--- config.mk ---
export PLATFORM = sky130hd
export DESIGN_NAME = json_string_unescape_utf8
export DESIGN_NICKNAME = d
export VERILOG_FILES = /design/src/sv/jsu_pkg.sv /design/src/sv/jsu_front.sv /design/src/sv/jsu_queue.sv /design/src/sv/jsu_back.sv /design/src/sv/json_string_unescape_utf8.sv
export VERILOG_INCLUDE_DIRS = /design/src /design/src/sv
export SDC_FILE = /design/constraint.sdc
export NUM_CORES = 1
export LEC_CHECK = 0
export BUFFER_PORTS_ARGS = -buffer_cell sky130_fd_sc_hd__buf_2
export CAP_MARGIN = 30
export CORE_UTILIZATION = 25
export CTS_CLUSTER_DIAMETER = 150
export CTS_CLUSTER_SIZE = 8
export DETAILED_ROUTE_END_ITERATION = 16
export MAX_ROUTING_LAYER = met4
export PLACE_DENSITY = 0.39
export SYNTH_ARGS = -nofsm -noshare
export SYNTH_HDL_FRONTEND = slang
export SYNTH_HIERARCHICAL = 1
export SYNTH_SLANG_ARGS = --single-unit
--- constraint.sdc ---
create_clock -name clk_i -period 4.3 [get_ports clk_i]
set_input_delay 0.43 -clock clk_i [delete_from_list [all_inputs] [get_ports clk_i]]
set_output_delay 0.43 -clock clk_i [all_outputs]
set_load 0.01 [all_outputs]
--- src/sv/json_string_unescape_utf8_defines.svh ---
// Assertion macros for the JSON string unescaper.
// Each macro samples on clk_i and is disabled while rst_ni is low.
`ifndef JSON_STRING_UNESCAPE_UTF8_DEFINES_SVH
`define JSON_STRING_UNESCAPE_UTF8_DEFINES_SVH

// Condition must hold in the same cycle as the antecedent.
`define JSU_ASSERT_IMPLY(lbl, ante, cons, msg) \
  lbl: assert property (@(posedge clk_i) disable iff (!rst_ni) (ante) |-> (cons)) \
    else $error(msg);

// Condition must hold in the cycle after the antecedent.
`define JSU_ASSERT_NEXT(lbl, ante, cons, msg) \
  lbl: assert property (@(posedge clk_i) disable iff (!rst_ni) (ante) |=> (cons)) \
    else $error(msg);

`endif

--- src/sv/jsu_pkg.sv ---
// Shared types, character codes and helper functions of the JSON string unescaper.
// No dependencies; every other source file but the defines header imports this package.
package jsu_pkg;

  localparam int unsigned QDEPTH   = 16;
  localparam int unsigned QIDX_W   = $clog2(QDEPTH);
  localparam int unsigned EB_DEPTH = 4;
  localparam int unsigned EBCNT_W  = $clog2(EB_DEPTH + 1);

  typedef logic [QIDX_W:0]            qptr_t;
  typedef logic [EBCNT_W-1:0]         eb_cnt_t;
  typedef logic [EB_DEPTH-1:0][7:0]   ebytes_t;

  localparam logic [7:0] CH_BSLASH  = 8'h5C;
  localparam logic [7:0] CH_LOWER_U = 8'h75;
  localparam logic [7:0] CH_LOWER_N = 8'h6E;
  localparam logic [7:0] CH_LOWER_R = 8'h72;
  localparam logic [7:0] CH_LOWER_T = 8'h74;
  localparam logic [7:0] CH_LOWER_B = 8'h62;
  localparam logic [7:0] CH_LOWER_F = 8'h66;
  localparam logic [7:0] CH_QUOTE   = 8'h22;
  localparam logic [7:0] CH_SLASH   = 8'h2F;
  localparam logic [7:0] CH_LF      = 8'h0A;
  localparam logic [7:0] CH_CR      = 8'h0D;
  localparam logic [7:0] CH_TAB     = 8'h09;
  localparam logic [7:0] CH_BS      = 8'h08;
  localparam logic [7:0] CH_FF      = 8'h0C;
  localparam logic [7:0] CH_DIGIT_0 = 8'h30;
  localparam logic [7:0] CH_DIGIT_9 = 8'h39;
  localparam logic [7:0] CH_UPPER_A = 8'h41;
  localparam logic [7:0] CH_UPPER_F = 8'h46;
  localparam logic [7:0] CH_LOWER_A = 8'h61;

  localparam logic [15:0] HI_SUR_MIN = 16'hD800;
  localparam logic [15:0] HI_SUR_MAX = 16'hDBFF;
  localparam logic [15:0] LO_SUR_MIN = 16'hDC00;
  localparam logic [15:0] LO_SUR_MAX = 16'hDFFF;
  localparam logic [20:0] SUPP_BASE  = 21'h10000;
  localparam logic [20:0] UTF8_MAX1  = 21'h7F;
  localparam logic [20:0] UTF8_MAX2  = 21'h7FF;
  localparam logic [20:0] UTF8_MAX3  = 21'hFFFF;
  localparam logic [7:0]  UTF8_LEAD2 = 8'hC0;
  localparam logic [7:0]  UTF8_LEAD3 = 8'hE0;
  localparam logic [7:0]  UTF8_LEAD4 = 8'hF0;
  localparam logic [7:0]  UTF8_CONT  = 8'h80;
  localparam logic [1:0]  DIG_LAST   = 2'd3;

  typedef struct packed {
    logic [7:0] in_byte;
    logic       in_last;
  } in_item_t;

  typedef struct packed {
    logic [7:0] out_byte;
    logic       out_last;
  } out_item_t;

  typedef struct packed {
    logic [7:0] raw;
    logic       last;
    logic       is_bslash;
    logic       is_u;
    logic       is_hex;
    logic [3:0] hex_val;
    logic       esc_known;
    logic [7:0] esc_val;
  } entry_t;

  typedef struct packed {
    logic full;
    logic avail;
  } qstat_t;

  typedef struct packed {
    qptr_t rd_ptr;
    qptr_t free_ptr;
  } qreq_t;

  typedef struct packed {
    logic end_pend;
    logic hb_valid;
    logic last_step;
  } bk_status_t;

  typedef struct packed {
    ebytes_t bytes;
    eb_cnt_t len;
  } utf8_t;

  typedef enum logic [5:0] {
    MODE_PLAIN  = 6'b000001,
    MODE_SLASH  = 6'b000010,
    MODE_HEX1   = 6'b000100,
    MODE_SLASH2 = 6'b001000,
    MODE_U2     = 6'b010000,
    MODE_HEX2   = 6'b100000
  } mode_e;

  function automatic entry_t classify(input in_item_t item);
    entry_t     e;
    logic [7:0] b;
    b           = item.in_byte;
    e.raw       = b;
    e.last      = item.in_last;
    e.is_bslash = (b == CH_BSLASH);
    e.is_u      = (b == CH_LOWER_U);
    e.is_hex    = 1'b0;
    e.hex_val   = 4'h0;
    if (b >= CH_DIGIT_0 && b <= CH_DIGIT_9) begin
      e.is_hex  = 1'b1;
      e.hex_val = 4'(b - CH_DIGIT_0);
    end else if (b >= CH_UPPER_A && b <= CH_UPPER_F) begin
      e.is_hex  = 1'b1;
      e.hex_val = 4'(b - CH_UPPER_A + 8'd10);
    end else if (b >= CH_LOWER_A && b <= CH_LOWER_F) begin
      e.is_hex  = 1'b1;
      e.hex_val = 4'(b - CH_LOWER_A + 8'd10);
    end
    e.esc_known = 1'b1;
    unique case (b)
      CH_LOWER_N: e.esc_val = CH_LF;
      CH_LOWER_R: e.esc_val = CH_CR;
      CH_LOWER_T: e.esc_val = CH_TAB;
      CH_QUOTE:   e.esc_val = CH_QUOTE;
      CH_BSLASH:  e.esc_val = CH_BSLASH;
      CH_SLASH:   e.esc_val = CH_SLASH;
      CH_LOWER_B: e.esc_val = CH_BS;
      CH_LOWER_F: e.esc_val = CH_FF;
      default: begin
        e.esc_known = 1'b0;
        e.esc_val   = 8'h00;
      end
    endcase
    return e;
  endfunction

  function automatic utf8_t utf8_encode(input logic [20:0] cp);
    utf8_t r;
    r.bytes = '0;
    if (cp <= UTF8_MAX1) begin
      r.len      = eb_cnt_t'(1);
      r.bytes[0] = cp[7:0];
    end else if (cp <= UTF8_MAX2) begin
      r.len      = eb_cnt_t'(2);
      r.bytes[0] = UTF8_LEAD2 | {3'b000, cp[10:6]};
      r.bytes[1] = UTF8_CONT | {2'b00, cp[5:0]};
    end else if (cp <= UTF8_MAX3) begin
      r.len      = eb_cnt_t'(3);
      r.bytes[0] = UTF8_LEAD3 | {4'b0000, cp[15:12]};
      r.bytes[1] = UTF8_CONT | {2'b00, cp[11:6]};
      r.bytes[2] = UTF8_CONT | {2'b00, cp[5:0]};
    end else begin
      r.len      = eb_cnt_t'(4);
      r.bytes[0] = UTF8_LEAD4 | {5'b00000, cp[20:18]};
      r.bytes[1] = UTF8_CONT | {2'b00, cp[17:12]};
      r.bytes[2] = UTF8_CONT | {2'b00, cp[11:6]};
      r.bytes[3] = UTF8_CONT | {2'b00, cp[5:0]};
    end
    return r;
  endfunction

endpackage

--- src/sv/jsu_front.sv ---
// Input side of the unescaper: takes raw byte transactions and tags each with its class.
// Depends on jsu_pkg; feeds jsu_queue.
module jsu_front import jsu_pkg::*; (
  input  logic     in_valid_i,
  output logic     in_stall_o,
  input  in_item_t in_data_i,
  input  qstat_t   qstat_i,
  output logic     wr_en_o,
  output entry_t   wr_entry_o
);

  assign in_stall_o = qstat_i.full;
  assign wr_en_o    = in_valid_i && !qstat_i.full;
  assign wr_entry_o = classify(in_data_i);

endmodule

--- src/sv/jsu_queue.sv ---
// Rewindable byte queue between front and back; entries stay until the back frees them.
// Depends on jsu_pkg.
module jsu_queue import jsu_pkg::*; (
  input  logic   clk_i,
  input  logic   rst_ni,
  input  logic   wr_en_i,
  input  entry_t wr_entry_i,
  input  qreq_t  qreq_i,
  output qstat_t qstat_o,
  output entry_t rd_entry_o
);

  entry_t mem_q [QDEPTH];
  qptr_t  wr_q, wr_d;

  assign wr_d = wr_en_i ? wr_q + qptr_t'(1) : wr_q;

  always_ff @(posedge clk_i or negedge rst_ni) begin
    if (!rst_ni) begin
      wr_q <= '0;
    end else begin
      wr_q <= wr_d;
    end
  end

  always_ff @(posedge clk_i) begin
    if (wr_en_i) begin
      mem_q[wr_q[QIDX_W-1:0]] <= wr_entry_i;
    end
  end

  assign rd_entry_o    = mem_q[qreq_i.rd_ptr[QIDX_W-1:0]];
  assign qstat_o.avail = (qreq_i.rd_ptr != wr_q);
  assign qstat_o.full  = (wr_q[QIDX_W] != qreq_i.free_ptr[QIDX_W]) &&
                         (wr_q[QIDX_W-1:0] == qreq_i.free_ptr[QIDX_W-1:0]);

endmodule

--- src/sv/jsu_back.sv ---
// Decode engine of the unescaper: escape state machine, UTF-8 emit buffer and output register.
// Depends on jsu_pkg; reads entries from jsu_queue and rewinds it on a failed escape.
module jsu_back import jsu_pkg::*; (
  input  logic       clk_i,
  input  logic       rst_ni,
  input  entry_t     entry_i,
  input  qstat_t     qstat_i,
  output qreq_t      qreq_o,
  output bk_status_t status_o,
  output logic       out_valid_o,
  input  logic       out_stall_i,
  output out_item_t  out_data_o
);

  mode_e       mode_q, mode_d;
  qptr_t       rd_q, rd_d, esc_q, esc_d;
  logic [15:0] acc_q, acc_d;
  logic [1:0]  dig_q, dig_d;
  logic [9:0]  hs_q, hs_d;
  ebytes_t     eb_q, eb_d;
  eb_cnt_t     eb_cnt_q, eb_cnt_d;
  logic        hb_valid_q, hb_valid_d;
  logic [7:0]  hb_q, hb_d;
  logic        last_step_q, last_step_d;
  logic        end_pend_q, end_pend_d;
  logic        out_valid_q, out_valid_d;
  out_item_t   out_q, out_d;

  logic        out_can, go, drain, proc, end_act, fin, do_fail, push;
  out_item_t   push_data;
  utf8_t       ld;
  logic [15:0] acc_n;
  logic [20:0] cp_pair;
  qptr_t       fail_ptr;
  logic        acc_hi, acc_lo;

  assign out_can  = !out_valid_q || !out_stall_i;
  assign drain    = (eb_cnt_q != '0) && out_can;
  assign go       = (eb_cnt_q == '0) || ((eb_cnt_q == eb_cnt_t'(1)) && out_can);
  assign proc     = go && !end_pend_q && qstat_i.avail;
  assign end_act  = go && end_pend_q && (mode_q != MODE_PLAIN);
  assign fin      = end_pend_q && (mode_q == MODE_PLAIN) && (eb_cnt_q == '0) && out_can;
  assign fail_ptr = esc_q + qptr_t'(2);
  assign acc_n    = {acc_q[11:0], entry_i.hex_val};
  assign cp_pair  = SUPP_BASE + {1'b0, hs_q, acc_n[9:0]};
  assign acc_hi   = (acc_n >= HI_SUR_MIN) && (acc_n <= HI_SUR_MAX);
  assign acc_lo   = (acc_n >= LO_SUR_MIN) && (acc_n <= LO_SUR_MAX);

  always_comb begin
    mode_d      = mode_q;
    rd_d        = rd_q;
    esc_d       = esc_q;
    acc_d       = acc_q;
    dig_d       = dig_q;
    hs_d        = hs_q;
    eb_d        = eb_q;
    eb_cnt_d    = eb_cnt_q;
    hb_valid_d  = hb_valid_q;
    hb_d        = hb_q;
    last_step_d = last_step_q;
    end_pend_d  = end_pend_q;
    out_valid_d = out_valid_q;
    out_d       = out_q;
    ld          = '0;
    do_fail     = 1'b0;
    push        = 1'b0;
    push_data   = '0;

    // drain one byte; during a final transaction keep one byte back to tag it
    if (drain) begin
      eb_d     = eb_q >> 8;
      eb_cnt_d = eb_cnt_q - eb_cnt_t'(1);
      if (last_step_q) begin
        if (hb_valid_q) begin
          push      = 1'b1;
          push_data = '{out_byte: hb_q, out_last: 1'b0};
        end
        hb_d       = eb_q[0];
        hb_valid_d = 1'b1;
      end else begin
        push      = 1'b1;
        push_data = '{out_byte: eb_q[0], out_last: 1'b0};
      end
    end

    if (fin) begin
      if (hb_valid_q) begin
        push      = 1'b1;
        push_data = '{out_byte: hb_q, out_last: 1'b1};
      end
      hb_valid_d  = 1'b0;
      last_step_d = 1'b0;
      end_pend_d  = 1'b0;
    end

    if (proc) begin
      rd_d = rd_q + qptr_t'(1);
      if (entry_i.last) begin
        last_step_d = 1'b1;
      end
      unique case (mode_q)
        MODE_PLAIN: begin
          if (entry_i.is_bslash) begin
            esc_d  = rd_q;
            mode_d = MODE_SLASH;
          end else begin
            ld.len      = eb_cnt_t'(1);
            ld.bytes[0] = entry_i.raw;
          end
        end
        MODE_SLASH: begin
          mode_d = MODE_PLAIN;
          if (entry_i.esc_known) begin
            ld.len      = eb_cnt_t'(1);
            ld.bytes[0] = entry_i.esc_val;
          end else if (entry_i.is_u) begin
            acc_d  = '0;
            dig_d  = '0;
            mode_d = MODE_HEX1;
          end else begin
            ld.len      = eb_cnt_t'(2);
            ld.bytes[0] = CH_BSLASH;
            ld.bytes[1] = entry_i.raw;
          end
        end
        MODE_HEX1: begin
          if (!entry_i.is_hex) begin
            do_fail = 1'b1;
          end else begin
            acc_d = acc_n;
            dig_d = dig_q + 2'd1;
            if (dig_q == DIG_LAST) begin
              if (acc_hi) begin
                hs_d   = acc_n[9:0];
                mode_d = MODE_SLASH2;
              end else if (acc_lo) begin
                do_fail = 1'b1;
              end else begin
                mode_d = MODE_PLAIN;
                ld     = utf8_encode({5'b00000, acc_n});
              end
            end
          end
        end
        MODE_SLASH2: begin
          if (entry_i.is_bslash) begin
            mode_d = MODE_U2;
          end else begin
            do_fail = 1'b1;
          end
        end
        MODE_U2: begin
          if (entry_i.is_u) begin
            acc_d  = '0;
            dig_d  = '0;
            mode_d = MODE_HEX2;
          end else begin
            do_fail = 1'b1;
          end
        end
        MODE_HEX2: begin
          if (!entry_i.is_hex) begin
            do_fail = 1'b1;
          end else begin
            acc_d = acc_n;
            dig_d = dig_q + 2'd1;
            if (dig_q == DIG_LAST) begin
              if (acc_lo) begin
                mode_d = MODE_PLAIN;
                ld     = utf8_encode(cp_pair);
              end else begin
                do_fail = 1'b1;
              end
            end
          end
        end
        default: mode_d = MODE_PLAIN;
      endcase
      if (entry_i.last && !do_fail) begin
        end_pend_d = 1'b1;
      end
    end

    // end of string with an escape still open
    if (end_act) begin
      if (mode_q == MODE_SLASH) begin
        mode_d      = MODE_PLAIN;
        ld.len      = eb_cnt_t'(1);
        ld.bytes[0] = CH_BSLASH;
      end else begin
        do_fail = 1'b1;
        if (fail_ptr != rd_q) begin
          end_pend_d = 1'b0;
        end
      end
    end

    // give backslash and u, then rewind to replay the bytes after the u
    if (do_fail) begin
      mode_d      = MODE_PLAIN;
      rd_d        = fail_ptr;
      ld.len      = eb_cnt_t'(2);
      ld.bytes[0] = CH_BSLASH;
      ld.bytes[1] = CH_LOWER_U;
    end

    if (proc || end_act) begin
      eb_d     = ld.bytes;
      eb_cnt_d = ld.len;
    end

    if (push) begin
      out_valid_d = 1'b1;
      out_d       = push_data;
    end else if (!out_stall_i) begin
      out_valid_d = 1'b0;
    end
  end

  always_ff @(posedge clk_i or negedge rst_ni) begin
    if (!rst_ni) begin
      mode_q      <= MODE_PLAIN;
      rd_q        <= '0;
      esc_q       <= '0;
      dig_q       <= '0;
      eb_cnt_q    <= '0;
      hb_valid_q  <= 1'b0;
      last_step_q <= 1'b0;
      end_pend_q  <= 1'b0;
      out_valid_q <= 1'b0;
    end else begin
      mode_q      <= mode_d;
      rd_q        <= rd_d;
      esc_q       <= esc_d;
      dig_q       <= dig_d;
      eb_cnt_q    <= eb_cnt_d;
      hb_valid_q  <= hb_valid_d;
      last_step_q <= last_step_d;
      end_pend_q  <= end_pend_d;
      out_valid_q <= out_valid_d;
    end
  end

  always_ff @(posedge clk_i) begin
    acc_q <= acc_d;
    hs_q  <= hs_d;
    eb_q  <= eb_d;
    hb_q  <= hb_d;
    out_q <= out_d;
  end

  assign qreq_o.rd_ptr   = rd_q;
  assign qreq_o.free_ptr = (mode_q == MODE_PLAIN) ? rd_q : esc_q;

  assign status_o.end_pend  = end_pend_q;
  assign status_o.hb_valid  = hb_valid_q;
  assign status_o.last_step = last_step_q;

  assign out_valid_o = out_valid_q;
  assign out_data_o  = out_q;

endmodule

--- src/sv/json_string_unescape_utf8.sv ---
// JSON string body unescaper, top level; instantiates jsu_front, jsu_queue and jsu_back
// and depends on jsu_pkg and json_string_unescape_utf8_defines.svh.
// One raw byte of a string body per input transaction, in_last on the final byte; one decoded
// byte per output transaction, out_last on the final decoded byte of each string. Escapes
// n r t " \ / b f map to single bytes, \uXXXX and surrogate pairs become 1 to 4 bytes of UTF-8,
// and a bad \u escape is given as backslash and u with the bytes after the u decoded again.
// Bytes pass through a 16-entry queue that keeps an open escape until it resolves. The back end
// gives at most one decoded byte per cycle, so while the output is not stalled plain text and
// short escapes run at one input byte per cycle, and a UTF-8 sequence is given a byte at a time.
// A failed \u escape rereads its held bytes from the queue at one byte per cycle, and at the end
// of each string the final byte is held back, then flushed and tagged with out_last.
`include "json_string_unescape_utf8_defines.svh"
module json_string_unescape_utf8 import jsu_pkg::*; (
  input  logic      clk_i,
  input  logic      rst_ni,
  input  logic      in_valid_i,
  output logic      in_stall_o,
  input  in_item_t  in_data_i,
  output logic      out_valid_o,
  input  logic      out_stall_i,
  output out_item_t out_data_o
);

  qstat_t     qstat;
  qreq_t      qreq;
  entry_t     wr_entry, rd_entry;
  logic       wr_en;
  bk_status_t bk_stat;

  jsu_front u_front (
    .in_valid_i (in_valid_i),
    .in_stall_o (in_stall_o),
    .in_data_i  (in_data_i),
    .qstat_i    (qstat),
    .wr_en_o    (wr_en),
    .wr_entry_o (wr_entry)
  );

  jsu_queue u_queue (
    .clk_i      (clk_i),
    .rst_ni     (rst_ni),
    .wr_en_i    (wr_en),
    .wr_entry_i (wr_entry),
    .qreq_i     (qreq),
    .qstat_o    (qstat),
    .rd_entry_o (rd_entry)
  );

  jsu_back u_back (
    .clk_i       (clk_i),
    .rst_ni      (rst_ni),
    .entry_i     (rd_entry),
    .qstat_i     (qstat),
    .qreq_o      (qreq),
    .status_o    (bk_stat),
    .out_valid_o (out_valid_o),
    .out_stall_i (out_stall_i),
    .out_data_o  (out_data_o)
  );

  `JSU_ASSERT_IMPLY(a_end_in_last_step, bk_stat.end_pend, bk_stat.last_step, "end pending outside final transaction")
  `JSU_ASSERT_IMPLY(a_hold_in_last_step, bk_stat.hb_valid, bk_stat.last_step, "held byte outside final transaction")
  `JSU_ASSERT_IMPLY(a_last_hold_empty, out_valid_o && !out_stall_i && out_data_o.out_last, !bk_stat.hb_valid, "byte held behind final output")
  `JSU_ASSERT_NEXT(a_end_clears_step, bk_stat.end_pend && !bk_stat.last_step, 1'b0, "end pending without step")

endmodule

After elaboration in Yosys (flattened, before gate mapping)
Memories as Yosys holds them, arrays and structs flattened. Index checks and enable logic that the tools add are counted.

$add $sub $neg: 11. Order comparisons: 15. Eq/ne operators: 25. Mux-type cells: 133. Reductions and logical operators: 39.

Operators with widths (count): 2-to-1 mux 27 bit (15); 2-to-1 mux 19 bit (17); 2-to-1 mux 35 bit (8); 2-to-1 mux 6 bit (15); 2-to-1 mux 11 bit (6); 2-to-1 mux 16 bit (4); 2-to-1 mux 32 bit (2); equality test 8 x 7 -> 1 bit (second input constant) (7); one-hot mux 7 bit (8 select lines) (1); 2-to-1 mux 24 bit (2); one-hot mux 16 bit (3 select lines) (1); 2-to-1 mux 9 bit (5); one-hot mux 11 bit (4 select lines) (1); one-hot mux 6 bit (6 select lines) (1); 2-to-1 mux 1 bit (35); >= comparator 16 bit (second input constant) (2); less-or-equal comparator 16 bit (second input constant) (2); one-hot mux 16 bit (2 select lines) (1); 2-to-1 mux 5 bit (6); 2-to-1 mux 25 bit (1); 2-to-1 mux 8 bit (3); one-hot mux 8 bit (3 select lines) (1); adder 17 x 20 -> 21 bit (first input constant) (1); less-or-equal comparator 21 x 11 -> 1 bit (second input constant) (1); 45 further kinds (85).

Register bits: 105. RAM bits: 384. Input port bits: 13. Logic and storage cells: 243. Memories: 1.

Memory list: u_queue.mem_q (words 16, width 24, rd ports 1, clocked after Yosys merged registers in 0, write ports 1, RTL line jsu_queue.sv:13) `entry_t mem_q [QDEPTH];`.

Logic depth before layout (Yosys ltp)
An unclocked memory read counts as a cell.

Word-level depth: 29. Mapped depth: 14. Mapped depth without buffers: 11.

Modules after synthesis
The synthesis kept the hierarchy.

By module, submodules not included: jsu_queue (times used 1, cells each 673, area each 15401.0 sq um); jsu_back (times used 1, cells each 555, area each 5610.4 sq um); jsu_front (times used 1, cells each 72, area each 490.5 sq um).

Worst setup path after synthesis
OpenSTA, ideal clock, no wires.

Path kind: register -> register. From: register u_back.mode_q[4]. To: memory u_queue/mem_q[0][0] in the netlist's numbering (enable). Arrival time: 3.728 ns. Required time: 3.862 ns. Path slack: 0.134 ns. Cell stages (with the launch flop): 14. Buffers on the path: 3. Cell sequence: dfrtp_1 > clkbuf_1 > nor2_1 > and3_1 > clkbuf_1 > nand2_1 > nand2_1 > xnor2_1 > nand3_1 > nor3_1 > nor2b_1 > clkbuf_1 > nand2_1 > nor3_1.

RTL lines: start: declaration (RTL line jsu_back.sv:15) `mode_e mode_q, mode_d;`; start signal: assignment (RTL line jsu_back.sv:232) `mode_q <= mode_d;`; end: declaration (RTL line jsu_queue.sv:13).

==> results.json <==
{
  "synth.cell_area_sq_um": 21500,
  "die_h_microns": 295,
  "io_pins": 24,
  "critical_path_class": "register to register",
  "numPlacedInstances": 2462,
  "yosys_warnings": 6,
  "layout.nets": 1423,
  "worst_ep_required_time_ps": 4650,
  "dpl.hpwl_mm": 36.4,
  "std_cell_rows": 107,
  "initial_core_util": 0.252,
  "worstSkewPairLatency_ps": 620,
  "cpLargestDelayFamily": "compound AO/OA/AOI/OAI gates",
  "postSynthAreaPerCell_sq_um": 16.6,
  "first_pass_grt_wire_length_mm": 89.7,
  "cap_viol_max_count": 0,
  "vdd_ir_drop_max_mv": 0.346,
  "tritoncts": "yes",
  "postCtsSetupRepairBufs": 0,
  "grtUsageTotal": 0.146,
  "worst-path-max-fanout": 29,
  "wl_per_instance_microns": 23.6,
  "worst_pin_slew_ps": 1030,
  "count_of_cells_along_the_worst_hold_path": 3,
  "hp-class": "input port to register",
  "cell_depth_of_the_worst_setup_path": 11,
  "netlist_instances": 1297,
  "ctsHoldBuffers": 1,
  "slew_viol_final": 0,
  "slew-limit-headroom": 0.309,
  "post_route_cells_drive_above_1_share": 0.241,
  "cts_resized": 0,
  "worstSetupStartpointType": "register",
  "crit_path_cell_trace": "buf_4 > mux4_2 > a22oi_1 > nand2_1 > nand4_1 > nor3_2 > and3_2 > o21a_1 > a2111oi_0 > nor4_1 > a211o_1",
  "cell_type_of_the_slowest_stage_on_the_worst_timing_path": "sky130_fd_sc_hd__dfrtp_4",
  "cpPeakStageDelay_ps": 800,
  "synthesized_nets": 1327,
  "layout_min_cycle_time_ps": 3980,
  "finalHoldViolations": 0,
  "clk_path_buf_depth": 3,
  "gpl.final_weighted_congestion": 0.856,
  "reg2reg_slack_ps": 320,
  "num-fill-cells": 8502,
  "setup_tns_ps": 0,
  "placedInstanceArea_sq_um": 23400,
  "timing.fmax_mhz": 251,
  "outcome": "finished, final reports clean",
  "die_width_microns": 295,
  "p_per_area_nw_per_um2": 662,
  "finalCritPeriodShare": 0.926,
  "overall_power_consumption_mw": 16.8,
  "number_of_violations_reported_at_the_end_of_detailed_routing_iteration_0": 848,
  "setup_viol": 0,
  "reg2reg_depth": 11,
  "worstPathArrival_ps": 4330,
  "core_area_sq_um": 85100,
  "clock-root-buffer": "sky130_fd_sc_hd__clkbuf_16",
  "numPortBuffers": 23,
  "cts_buffers": 72,
  "postLayoutCellArea_sq_um": 25400,
  "grt_setup_unrepaired": "no",
  "wire_length_after_detailed_routing_mm": 60.2,
  "first_global_vias": 12700,
  "globalRoute.totalOverflow": 0,
  "detail-route-antenna-nets": 0,
  "antenna_found_initial": 0,
  "power_leakage_nw": 8.32,
  "layout.cells.non_filler": 2553,
  "cts-htree-levels": 3,
  "kind_of_end_point_of_the_critical_path": "register",
  "post_detailed_route_via_to_cell_ratio": 4.76,
  "fp.dieArea_sq_um": 87100,
  "numClockSinks": 499,
  "finalClockSkew_ps": 25.1,
  "layout_stage_area_growth_over_the_synthesis_result_pct": 18.3,
  "worst-path-buf-inv": 1,
  "num_vias": 12100,
  "cts.clk_slew.worst_paths_ps": 50,
  "drt_pass1_iterations": 5,
  "drc": 0,
  "grt_max_degree": 41,
  "antennaDiodeCount": 0
}
[cell type report]
class	count	area, sq um	share of cell area
sequential	499	14800	0.584
multi-input combinational	705	6290	0.248
timing repair buffer	96	753	0.0296
clock buffer	82	1840	0.0724
inverter	19	71.3	0.00281
tap	1144	1430	0.0563
clock inverter	8	180	0.00709
[stage by stage]
step	worst slack, ps	util	hold slack [ps]
floorplan	134	-	134
global placement	187	0.275	442
detailed placement	273	0.275	455
CTS	233	0.298	151
global route	12.8	0.298	200
finish	319	0.298	192
[metal layers]
layer	routed length [microns]	track usage	up-vias
met4	1030	0.0342	0
met2	30000	0.238	255
li1	-	-	5390
met3	2260	0.0236	82
met5	0	-	-
met1	27000	0.189	6419
[power breakdown]
| part | switching, mW | total, mW | internal [mW] |
|---|---|---|---|
| Sequential | 0.515 | 6.76 | 6.24 |
| Combinational | 3.00 | 4.94 | 1.94 |
| Clock | 2.09 | 5.13 | 3.03 |
[worst reg2reg max path, delay by kind of cell (launching register included)]
kind | cells | cell delay, ps
compound gates | 4 | 1370
flops | 1 | 800
simple gates | 5 | 750
mux | 1 | 500
buf+inv | 1 | 310
[worst paths after layout]
path                                             endpoint                  startpoint
setup / recovery                 u_back/eb_q[1]$_DFFE_PP_  u_back/rd_q[0]$_DFFE_PN0P_
hold / removal             u_back/out_valid_o$_DFFE_PN0P_                 out_stall_i
setup reg to reg                 u_back/eb_q[1]$_DFFE_PP_  u_back/rd_q[0]$_DFFE_PN0P_
hold reg to reg                  u_back/hb_q[5]$_DFFE_PP_    u_back/eb_q[5]$_DFFE_PP_
max in group asynchronous      u_back/rd_q[0]$_DFFE_PN0P_                      rst_ni
min in group asynchronous     u_back/esc_q[3]$_DFFE_PN0P_                      rst_ni
[sequential cells by signal, summed over array words and instances, names as in the netlist]
name                cells
u_queue/mem_q         400
u_back/eb_q            30
u_back/acc_q           12
u_back/hs_q            10
u_back/out_data_o       9
u_back/hb_q             8
u_back/mode_q           6
u_back/esc_q            5
u_back/rd_q             5
u_queue/wr_q            5
u_back/eb_cnt_q         3
u_back/dig_q            2
u_back/end_pend_q       1
u_back/hb_valid_q       1
u_back/last_step_q      1
u_back/out_valid_o      1
[placed cells by master (no fill, tap or decap), types with 7 or more instances in the layout]
cell / n
sky130_fd_sc_hd__a21oi_1: 27
sky130_fd_sc_hd__a22o_1: 7
sky130_fd_sc_hd__a22oi_1: 60
sky130_fd_sc_hd__a31oi_1: 9
sky130_fd_sc_hd__and2_1: 12
sky130_fd_sc_hd__and3_1: 12
sky130_fd_sc_hd__buf_12: 7
sky130_fd_sc_hd__buf_2: 23
sky130_fd_sc_hd__buf_4: 65
sky130_fd_sc_hd__clkbuf_1: 10
sky130_fd_sc_hd__clkbuf_16: 72
sky130_fd_sc_hd__dfrtp_1: 27
sky130_fd_sc_hd__edfxtp_1: 469
sky130_fd_sc_hd__ha_1: 17
sky130_fd_sc_hd__inv_1: 19
sky130_fd_sc_hd__mux2_2: 7
sky130_fd_sc_hd__mux2i_1: 10
sky130_fd_sc_hd__mux4_2: 100
sky130_fd_sc_hd__nand2_1: 101
sky130_fd_sc_hd__nand2b_1: 7
sky130_fd_sc_hd__nand3_1: 26
sky130_fd_sc_hd__nand4_1: 9
sky130_fd_sc_hd__nor2_1: 56
sky130_fd_sc_hd__nor2_4: 12
sky130_fd_sc_hd__nor3_1: 16
sky130_fd_sc_hd__nor3_2: 7
sky130_fd_sc_hd__nor3b_1: 7
sky130_fd_sc_hd__nor4_1: 10
sky130_fd_sc_hd__o211ai_1: 8
sky130_fd_sc_hd__o21ai_0: 25
sky130_fd_sc_hd__o21ai_1: 9
sky130_fd_sc_hd__xnor2_1: 15
sky130_fd_sc_hd__xor2_1: 14
(Power assumes the default switching activity.)
